--- src/rtl/fcc_pkg.sv ---
// ----------------------------------------------------------------------------
// fcc_pkg: shared types and constants of the FAT16 cluster chain engine
// Opcodes, status codes, link markers and the command/status bundles that
// pass between the sequencer and the datapath.
// ----------------------------------------------------------------------------
`default_nettype none

package fcc_pkg;

  // Default table depth
  localparam int unsigned TABLE_ENTRIES_DEF = 4096;

  // Field widths
  localparam int unsigned OP_W       = 3;
  localparam int unsigned IDX_W      = 12;
  localparam int unsigned VAL_W      = 16;
  localparam int unsigned RES_W      = 16;
  localparam int unsigned ST_W       = 2;
  localparam int unsigned CFG_W      = 13;
  localparam int unsigned STEP_W     = 13;  // hop count never exceeds the 13-bit bound
  localparam int unsigned CMP_W      = 17;  // common width for bound compares
  localparam int unsigned IN_DATA_W  = 32;
  localparam int unsigned OUT_DATA_W = 16;

  localparam logic [CFG_W-1:0] CFG_RESET = 13'd4096;

  // Link markers
  localparam logic [VAL_W-1:0] LINK_FREE    = 16'h0000;
  localparam logic [VAL_W-1:0] LINK_END_LOW = 16'hFFF8;
  localparam logic [VAL_W-1:0] LINK_END     = 16'hFFFF;

  typedef enum logic [OP_W-1:0] {
    OP_LOAD       = 3'd0,
    OP_READ       = 3'd1,
    OP_FIND_FREE  = 3'd2,
    OP_APPEND     = 3'd3,
    OP_ALLOC      = 3'd4,
    OP_FREE_CHAIN = 3'd5,
    OP_ITH        = 3'd6,
    OP_COUNT      = 3'd7
  } opcode_e;

  typedef enum logic [ST_W-1:0] {
    ST_OK      = 2'd0,
    ST_NONE    = 2'd1,
    ST_CORRUPT = 2'd2,
    ST_RANGE   = 2'd3
  } status_e;

  // Datapath micro-operations
  typedef enum logic [3:0] {
    DP_NOP        = 4'd0,
    DP_LOAD       = 4'd1,   // capture request fields
    DP_WR_ENTRY   = 4'd2,   // table[index] = value
    DP_RD_IDX     = 4'd3,   // start walk at index
    DP_HOP        = 4'd4,   // follow link
    DP_STEP       = 4'd5,   // follow link and count down i
    DP_SCAN_START = 4'd6,   // read entry 0
    DP_SCAN_NEXT  = 4'd7,   // read next entry
    DP_SCAN_HIT   = 4'd8,   // keep free entry, start walk at index
    DP_LINK       = 4'd9,   // table[tail] = fresh
    DP_MARK       = 4'd10,  // table[fresh] = end marker
    DP_FREE       = 4'd11   // clear entry, follow link
  } dp_op_e;

  typedef enum logic [2:0] {
    RES_REG   = 3'd0,
    RES_DATA  = 3'd1,
    RES_PTR   = 3'd2,
    RES_WP    = 3'd3,
    RES_COUNT = 3'd4,
    RES_VAL   = 3'd5
  } res_sel_e;

  typedef struct packed {
    dp_op_e   op;
    logic     fin;
    status_e  fin_status;
    res_sel_e fin_res;
  } fcc_cmd_t;

  typedef struct packed {
    opcode_e op;
    logic    idx_oob;
    logic    val_oob;
    logic    data_stop;
    logic    data_zero;
    logic    link_oob;
    logic    step_over;
    logic    scan_last;
    logic    k_zero;
  } fcc_stat_t;

endpackage

`default_nettype wire

--- src/rtl/fcc_ctrl.sv ---
// ----------------------------------------------------------------------------
// fcc_ctrl: request sequencer
// One-hot state machine that steps each request through checks, scans,
// walks and table writes, and owns the input/output handshakes.
// ----------------------------------------------------------------------------
`default_nettype none

module fcc_ctrl (
  input  wire                logic clk_i,
  input  wire                logic rst_ni,
  input  wire                logic in_valid_i,
  output                     logic in_ready_o,
  output                     logic out_valid_o,
  input  wire                logic out_ready_i,
  input  wire fcc_pkg::fcc_stat_t stat_i,
  output fcc_pkg::fcc_cmd_t  cmd_o
);
  import fcc_pkg::*;

  typedef enum logic [8:0] {
    S_IDLE    = 9'b000000001,
    S_CHECK   = 9'b000000010,
    S_READ    = 9'b000000100,
    S_SCAN    = 9'b000001000,
    S_WALK    = 9'b000010000,
    S_LINK    = 9'b000100000,
    S_MARK    = 9'b001000000,
    S_SCAN_GO = 9'b010000000,
    S_FREE    = 9'b100000000
  } state_e;

  state_e state_q, state_d;
  logic   out_valid_q, out_valid_d;

  // New request only when idle and the result register is free or draining
  assign in_ready_o  = (state_q == S_IDLE) && (!out_valid_q || out_ready_i);
  assign out_valid_o = out_valid_q;

  // Sequencer
  always_comb begin
    state_d           = state_q;
    cmd_o.op          = DP_NOP;
    cmd_o.fin         = 1'b0;
    cmd_o.fin_status  = ST_OK;
    cmd_o.fin_res     = RES_REG;
    case (state_q)
      S_IDLE: begin
        if (in_valid_i && in_ready_o) begin
          cmd_o.op = DP_LOAD;
          state_d  = S_CHECK;
        end
      end
      S_CHECK: begin
        if (stat_i.op != OP_FIND_FREE && stat_i.idx_oob) begin
          cmd_o.fin        = 1'b1;
          cmd_o.fin_status = ST_RANGE;
          state_d          = S_IDLE;
        end else begin
          case (stat_i.op)
            OP_LOAD: begin
              cmd_o.op  = DP_WR_ENTRY;
              cmd_o.fin = 1'b1;
              state_d   = S_IDLE;
            end
            OP_READ: begin
              cmd_o.op = DP_RD_IDX;
              state_d  = S_READ;
            end
            OP_FIND_FREE: begin
              cmd_o.op = DP_SCAN_START;
              state_d  = S_SCAN;
            end
            OP_APPEND: begin
              if (stat_i.val_oob) begin
                cmd_o.fin        = 1'b1;
                cmd_o.fin_status = ST_RANGE;
                state_d          = S_IDLE;
              end else begin
                cmd_o.op = DP_RD_IDX;
                state_d  = S_WALK;
              end
            end
            OP_ALLOC: begin
              state_d = S_SCAN_GO;
            end
            default: begin
              // free chain, i-th cluster, count
              cmd_o.op = DP_RD_IDX;
              state_d  = S_WALK;
            end
          endcase
        end
      end
      S_READ: begin
        cmd_o.fin     = 1'b1;
        cmd_o.fin_res = RES_DATA;
        state_d       = S_IDLE;
      end
      S_SCAN: begin
        if (stat_i.data_zero) begin
          if (stat_i.op == OP_FIND_FREE) begin
            cmd_o.fin     = 1'b1;
            cmd_o.fin_res = RES_PTR;
            state_d       = S_IDLE;
          end else begin
            cmd_o.op = DP_SCAN_HIT;
            state_d  = S_WALK;
          end
        end else if (stat_i.scan_last) begin
          cmd_o.fin        = 1'b1;
          cmd_o.fin_status = ST_NONE;
          state_d          = S_IDLE;
        end else begin
          cmd_o.op = DP_SCAN_NEXT;
        end
      end
      S_WALK: begin
        if (stat_i.op == OP_ITH) begin
          // i-th cluster: count down before looking at the link
          if (stat_i.k_zero) begin
            cmd_o.fin     = 1'b1;
            cmd_o.fin_res = RES_WP;
            state_d       = S_IDLE;
          end else if (stat_i.data_stop) begin
            cmd_o.fin        = 1'b1;
            cmd_o.fin_status = ST_NONE;
            state_d          = S_IDLE;
          end else if (stat_i.link_oob || stat_i.step_over) begin
            cmd_o.fin        = 1'b1;
            cmd_o.fin_status = ST_CORRUPT;
            state_d          = S_IDLE;
          end else begin
            cmd_o.op = DP_STEP;
          end
        end else if (stat_i.data_stop) begin
          // tail reached
          case (stat_i.op)
            OP_APPEND, OP_ALLOC: begin
              state_d = S_LINK;
            end
            OP_FREE_CHAIN: begin
              cmd_o.op = DP_RD_IDX;
              state_d  = S_FREE;
            end
            OP_COUNT: begin
              cmd_o.fin     = 1'b1;
              cmd_o.fin_res = RES_COUNT;
              state_d       = S_IDLE;
            end
            default: begin
              cmd_o.fin = 1'b1;
              state_d   = S_IDLE;
            end
          endcase
        end else if (stat_i.link_oob || stat_i.step_over) begin
          cmd_o.fin        = 1'b1;
          cmd_o.fin_status = ST_CORRUPT;
          state_d          = S_IDLE;
        end else begin
          cmd_o.op = DP_HOP;
        end
      end
      S_LINK: begin
        cmd_o.op = DP_LINK;
        state_d  = S_MARK;
      end
      S_MARK: begin
        cmd_o.op = DP_MARK;
        if (stat_i.op == OP_APPEND) begin
          cmd_o.fin     = 1'b1;
          cmd_o.fin_res = RES_VAL;
          state_d       = S_IDLE;
        end else begin
          state_d = S_SCAN_GO;
        end
      end
      S_SCAN_GO: begin
        // next cluster of an allocate, or done
        if (stat_i.k_zero) begin
          cmd_o.fin = 1'b1;
          state_d   = S_IDLE;
        end else begin
          cmd_o.op = DP_SCAN_START;
          state_d  = S_SCAN;
        end
      end
      S_FREE: begin
        cmd_o.op = DP_FREE;
        if (stat_i.data_stop) begin
          cmd_o.fin = 1'b1;
          state_d   = S_IDLE;
        end
      end
      default: begin
        state_d = S_IDLE;
      end
    endcase
  end

  // Result valid flag
  always_comb begin
    if (cmd_o.fin) begin
      out_valid_d = 1'b1;
    end else if (out_ready_i) begin
      out_valid_d = 1'b0;
    end else begin
      out_valid_d = out_valid_q;
    end
  end

  always_ff @(posedge clk_i or negedge rst_ni) begin
    if (!rst_ni) begin
      state_q     <= S_IDLE;
      out_valid_q <= 1'b0;
    end else begin
      state_q     <= state_d;
      out_valid_q <= out_valid_d;
    end
  end

endmodule

`default_nettype wire

--- config.mk ---
export PLATFORM = sky130hd
export DESIGN_NAME = fcc_ctrl
export DESIGN_NICKNAME = d
export VERILOG_FILES = /design/src/rtl/fcc_pkg.sv /design/src/rtl/fcc_ctrl.sv
export SDC_FILE = /design/constraint.sdc
export NUM_CORES = 1
export LEC_CHECK = 0
export ABC_AREA = 1
export BUFFER_PORTS_ARGS = -buffer_cell sky130_fd_sc_hd__buf_2
export CAP_MARGIN = 20
export CORE_MARGIN = 2
export CORE_UTILIZATION = 48
export CTS_CLUSTER_SIZE = 10
export DETAILED_ROUTE_END_ITERATION = 8
export PLACE_DENSITY = 0.74
export SYNTH_ARGS = -nofsm -noshare
export SYNTH_HDL_FRONTEND = slang
export SYNTH_SLANG_ARGS = --single-unit
--- constraint.sdc ---
create_clock -name clk_i -period 1.4 [get_ports clk_i]
set_clock_uncertainty 0.15 [all_clocks]
set_input_delay 0 -clock clk_i [delete_from_list [all_inputs] [get_ports clk_i]]
set_output_delay 0 -clock clk_i [all_outputs]
set_load 0.05 [all_outputs]
==> metrics.csv <==
stage,metric,value,unit
cells_and_area,count of nets after finishing,287,
clocking,number of buffers inserted by hold repair at cts,8,
grt,gr ovfl total,0,
cells_and_area,share of post-route cells with drive strength above 1,50.2,%
setup_path,CP max stage cell,sky130_fd_sc_hd__dfrtp_1,
floorplan,Die ar.,2860,µm²
drt,count of vias placed by the detailed router,1840,
grt,vias in the first global route,1637,
drt,detailed-route wire length,5.75,mm
clocking,TritonCTS clock tree,yes,
setup_path,end of the worst register-to-register path,state_q[0],
drt,Remaining DRCs,0,
clocking,number of buffers inserted during clock tree synthesis,3,
power_and_ir_drop,"IR drop worst, VDD",1.16,mV
floorplan,die width,53.4,µm
setup_path,Crit path required time,1250,ps
drt,number of DRC violations after detailed-routing iteration 0,140,
setup_path,number of buffers and inverters on the critical path,2,
setup_path,sort of element at the start of the critical path,flip-flop,
timing,slew of the pin with the lowest slew margin,516,ps
clocking,clock slew at reported path FFs,80,ps
timing,Slew headroom,65.5,%
min_path,depth of the worst hold-timing path,4,
timing,worst setup slack after layout,-681,ps
setup_path,critical path endpoint,cmd_o[6],
yosys,Mapped Nets,209,
setup_path,element type at the critical path end,output pin,
job,maximum capacitance violations,0,
grt,number of antenna violations at the first check in global routing,0,
yosys,fraction of synthesis flops using an asynchronous set or reset pin,100,%
setup_path,reg2reg setup slack,-470,ps
cells_and_area,layout filler cell count,92,
status,violations in the final reports,negative setup slack,
timing,"Slew Viols, Final",0,
timing,setup repair after global routing missed its margin,true,
drt,average wire per standard cell,19.2,µm
yosys,Syn Std Cell Area,1170,µm²
timing,shortest clock period the worst path allows after layout,2080,ps
yosys,Synth warnings,0,
setup_path,length in cells of the worst reg-to-reg path,11,
min_path,Worst Min Path Start,stat_i[1],
setup_path,start-to-end type of the worst setup path,flip-flop to output pin,
placement,Final Wtd Congestion,0.910,
setup_path,worst setup path start,state_q[7],
placement,post-placement cell area,1650,µm²
grt,wire length of the first global-routing pass,7.13,mm
timing,Final Hold Violating Endpoints,0,
floorplan,effective utilization at floorplan,52.1,%
clocking,Clk Tree Root Cell,sky130_fd_sc_hd__clkbuf_4,
cells_and_area,multi-input logic area,1010,µm²
setup_path,"CP delay by family, top",simple AND/OR/NAND/NOR gates,
setup_path,worst flop-to-flop path startpoint,state_q[2],
floorplan,Core Rows,17,
floorplan,I/O pin count,27,
cells_and_area,number of diodes,0,
setup_path,Worst EP arrival,1930,ps
yosys,flop and latch count out of synthesis,10,
yosys,number of synthesized flops with an enable pin,0,
setup_path,Max stage delay on crit path,420,ps
cells_and_area,total area of sequential cells,253,µm²
placement,count of input and output buffers,26,
clocking,"Clk Latency, worst-skew pair",280,ps
cells_and_area,Layout area overhead,78.0,%
floorplan,Die Span Y,53.4,µm
clocking,clk sink count,10,
grt,Global Route Usage Sum,35.6,%
setup_path,worst-path maximum fanout,5,
yosys,distinct cell type count after synthesis,30,
drt,total iterations of the first detailed-routing run,7,
grt,largest net degree at the start of global routing,11,
power_and_ir_drop,P per Cell Area,1080,nW/µm²
yosys,post-synthesis average cell area,6.05,µm²
clocking,level count of the clock H-tree,1,
drt,routed via count divided by cell count,6.15,
yosys,sequential area share after synthesis,21.4,%
timing,setup violators final,21,
drt,antenna violation net count after detailed routing,0,
timing,period utilization,149,%
yosys,flip-flop cell with the highest count after synthesis,sky130_fd_sc_hd__dfrtp_1,
setup_path,cells along the critical path,nor2_4 -> nand2_2 -> inv_1 -> nand4_1 -> nor2_1 -> nor2_1 -> nand4_1 -> buf_6,
placement,post-detailed-placement half-perimeter wirelength,3.02,mm
min_path,Worst Hold Class,input pin to flip-flop,
cells_and_area,final instance area,2090,µm²
setup_path,"logic depth of the worst path, buffers included",8,
power_and_ir_drop,static leakage power,1.10,nW
status,outcome,finished with violations,
timing,hold slack final,19.1,ps
yosys,number of instances in the synthesized netlist,194,
clocking,CTS Buffer Depth,2,
floorplan,core box area,2250,µm²
timing,peak clock frequency supported by timing,481,MHz
[worst min-delay path: stages]
cell                      delay (ps)
sky130_fd_sc_hd__buf_2           120
sky130_fd_sc_hd__nor2_1           80
sky130_fd_sc_hd__nand3_4         150
sky130_fd_sc_hd__nand2_1          60
[synth_stat cells (2+ instances only)]
master / n / area share (%)
sky130_fd_sc_hd__a21oi_1: 3 / 1.3
sky130_fd_sc_hd__nor2_1: 33 / 11
sky130_fd_sc_hd__nor3_1: 2 / 0.85
sky130_fd_sc_hd__inv_2: 3 / 0.96
sky130_fd_sc_hd__nor2_4: 5 / 4.8
sky130_fd_sc_hd__nand3_2: 3 / 2.6
sky130_fd_sc_hd__nand2_1: 35 / 11
sky130_fd_sc_hd__nand2_2: 11 / 5.9
sky130_fd_sc_hd__nand3_1: 26 / 11
sky130_fd_sc_hd__inv_1: 29 / 9.3
sky130_fd_sc_hd__dfrtp_1: 9 / 19
sky130_fd_sc_hd__nor2_2: 4 / 2.1
sky130_fd_sc_hd__o21ai_0: 9 / 3.8
sky130_fd_sc_hd__clkinv_1: 2 / 0.64
sky130_fd_sc_hd__nand4_1: 5 / 2.7
[what timing repair did]
action                                 4_1_cts  5_1_grt
setup buffers                                7        7
setup endpoints to repair                   20       21
pin swaps                                   13       11
endpoints found under the hold margin       15        1
gates resized for setup                     44       24
[power breakdown]
| part | leakage, nW | internal, mW | switching (mW) |
|---|---|---|---|
| sequential | 0.133 | 0.341 | 0.0598 |
| clock | 0.0210 | 0.158 | 0.121 |
| combinational | 0.950 | 0.620 | 0.954 |
[routing by layer]
metal / global-route usage, % / up-vias / routed length (µm) / share of wire [%]
met5: 0 / - / 0 / 0
met4: 20.5 / 0 / 440 / 7.6
met3: 4.52 / 48 / 717 / 12
met2: 63.2 / 174 / 2660 / 46
met1: 40.2 / 837 / 1930 / 34
li1: - / 781 / - / -
[state kept, by name, indices dropped and copies added (netlist names)]
| register | flops |
|---|---|
| state_q | 9 |
| out_valid_o | 1 |
[worst min-delay path by stage]
stage                       end  slack [ps]
floorplan           out_valid_o        -450
global placement     state_q[5]        -270
detailed placement   state_q[5]        -260
CTS                  state_q[3]         -30
global route         state_q[3]          10
finish               state_q[3]          20
[layout make-up]
class | instances | share of cell area, %
Clock buffer | 4 | 1.74
Inverter | 35 | 6.77
Multi-Input combinational cell | 147 | 48.4
Sequential cell | 10 | 12.1
Tap cell | 28 | 1.68
Timing Repair Buffer | 75 | 29.3
[kinds of logic (layout without fill, tap and decap cells)]
group | Yosys count | count (layout) | share of synthesized area (%)
AND/OR/NAND/NOR | 130 | 130 | 57.1
buffers and inverters | 37 | 114 | 13.0
AO/OA/AOI/OAI | 17 | 17 | 8.42
flip-flops | 10 | 10 | 21.4
[cell usage in the layout, fill, tap and decap left out, drive strengths merged]
cell,Yosys,routed
nor2,42,42
a211oi,1,1
nand3b,1,1
nor3,4,4
o22ai,1,1
nand4,5,5
dlygate4sd3,0,8
nand2,46,46
and2,1,1
dfrtp,9,9
a21oi,3,3
clkinv,2,2
o31ai,1,1
and3,1,1
o2111ai,1,1
dfstp,1,1
nand3,30,30
inv,33,33
o41ai,1,1
o21ai,9,9
clkbuf,0,4
buf,2,67
[through the flow]
step / TNS [ps] / utilization [%] / worst slack (ps) / cells / total power [mW]
final: -8370 / 92.7 / -681 / 299 / 2.25
after global routing: -9710 / 92.7 / -770 / 299 / 2.35
after CTS: -6240 / 86.7 / -529 / 293 / 1.97
after global placement: -3170 / 73.0 / -320 / 276 / 1.39
after detailed placement: -3700 / 73.0 / -351 / 276 / 1.41
after floorplan: -1040 / - / -224 / 194 / 1.11
(Power assumes the default switching activity.)
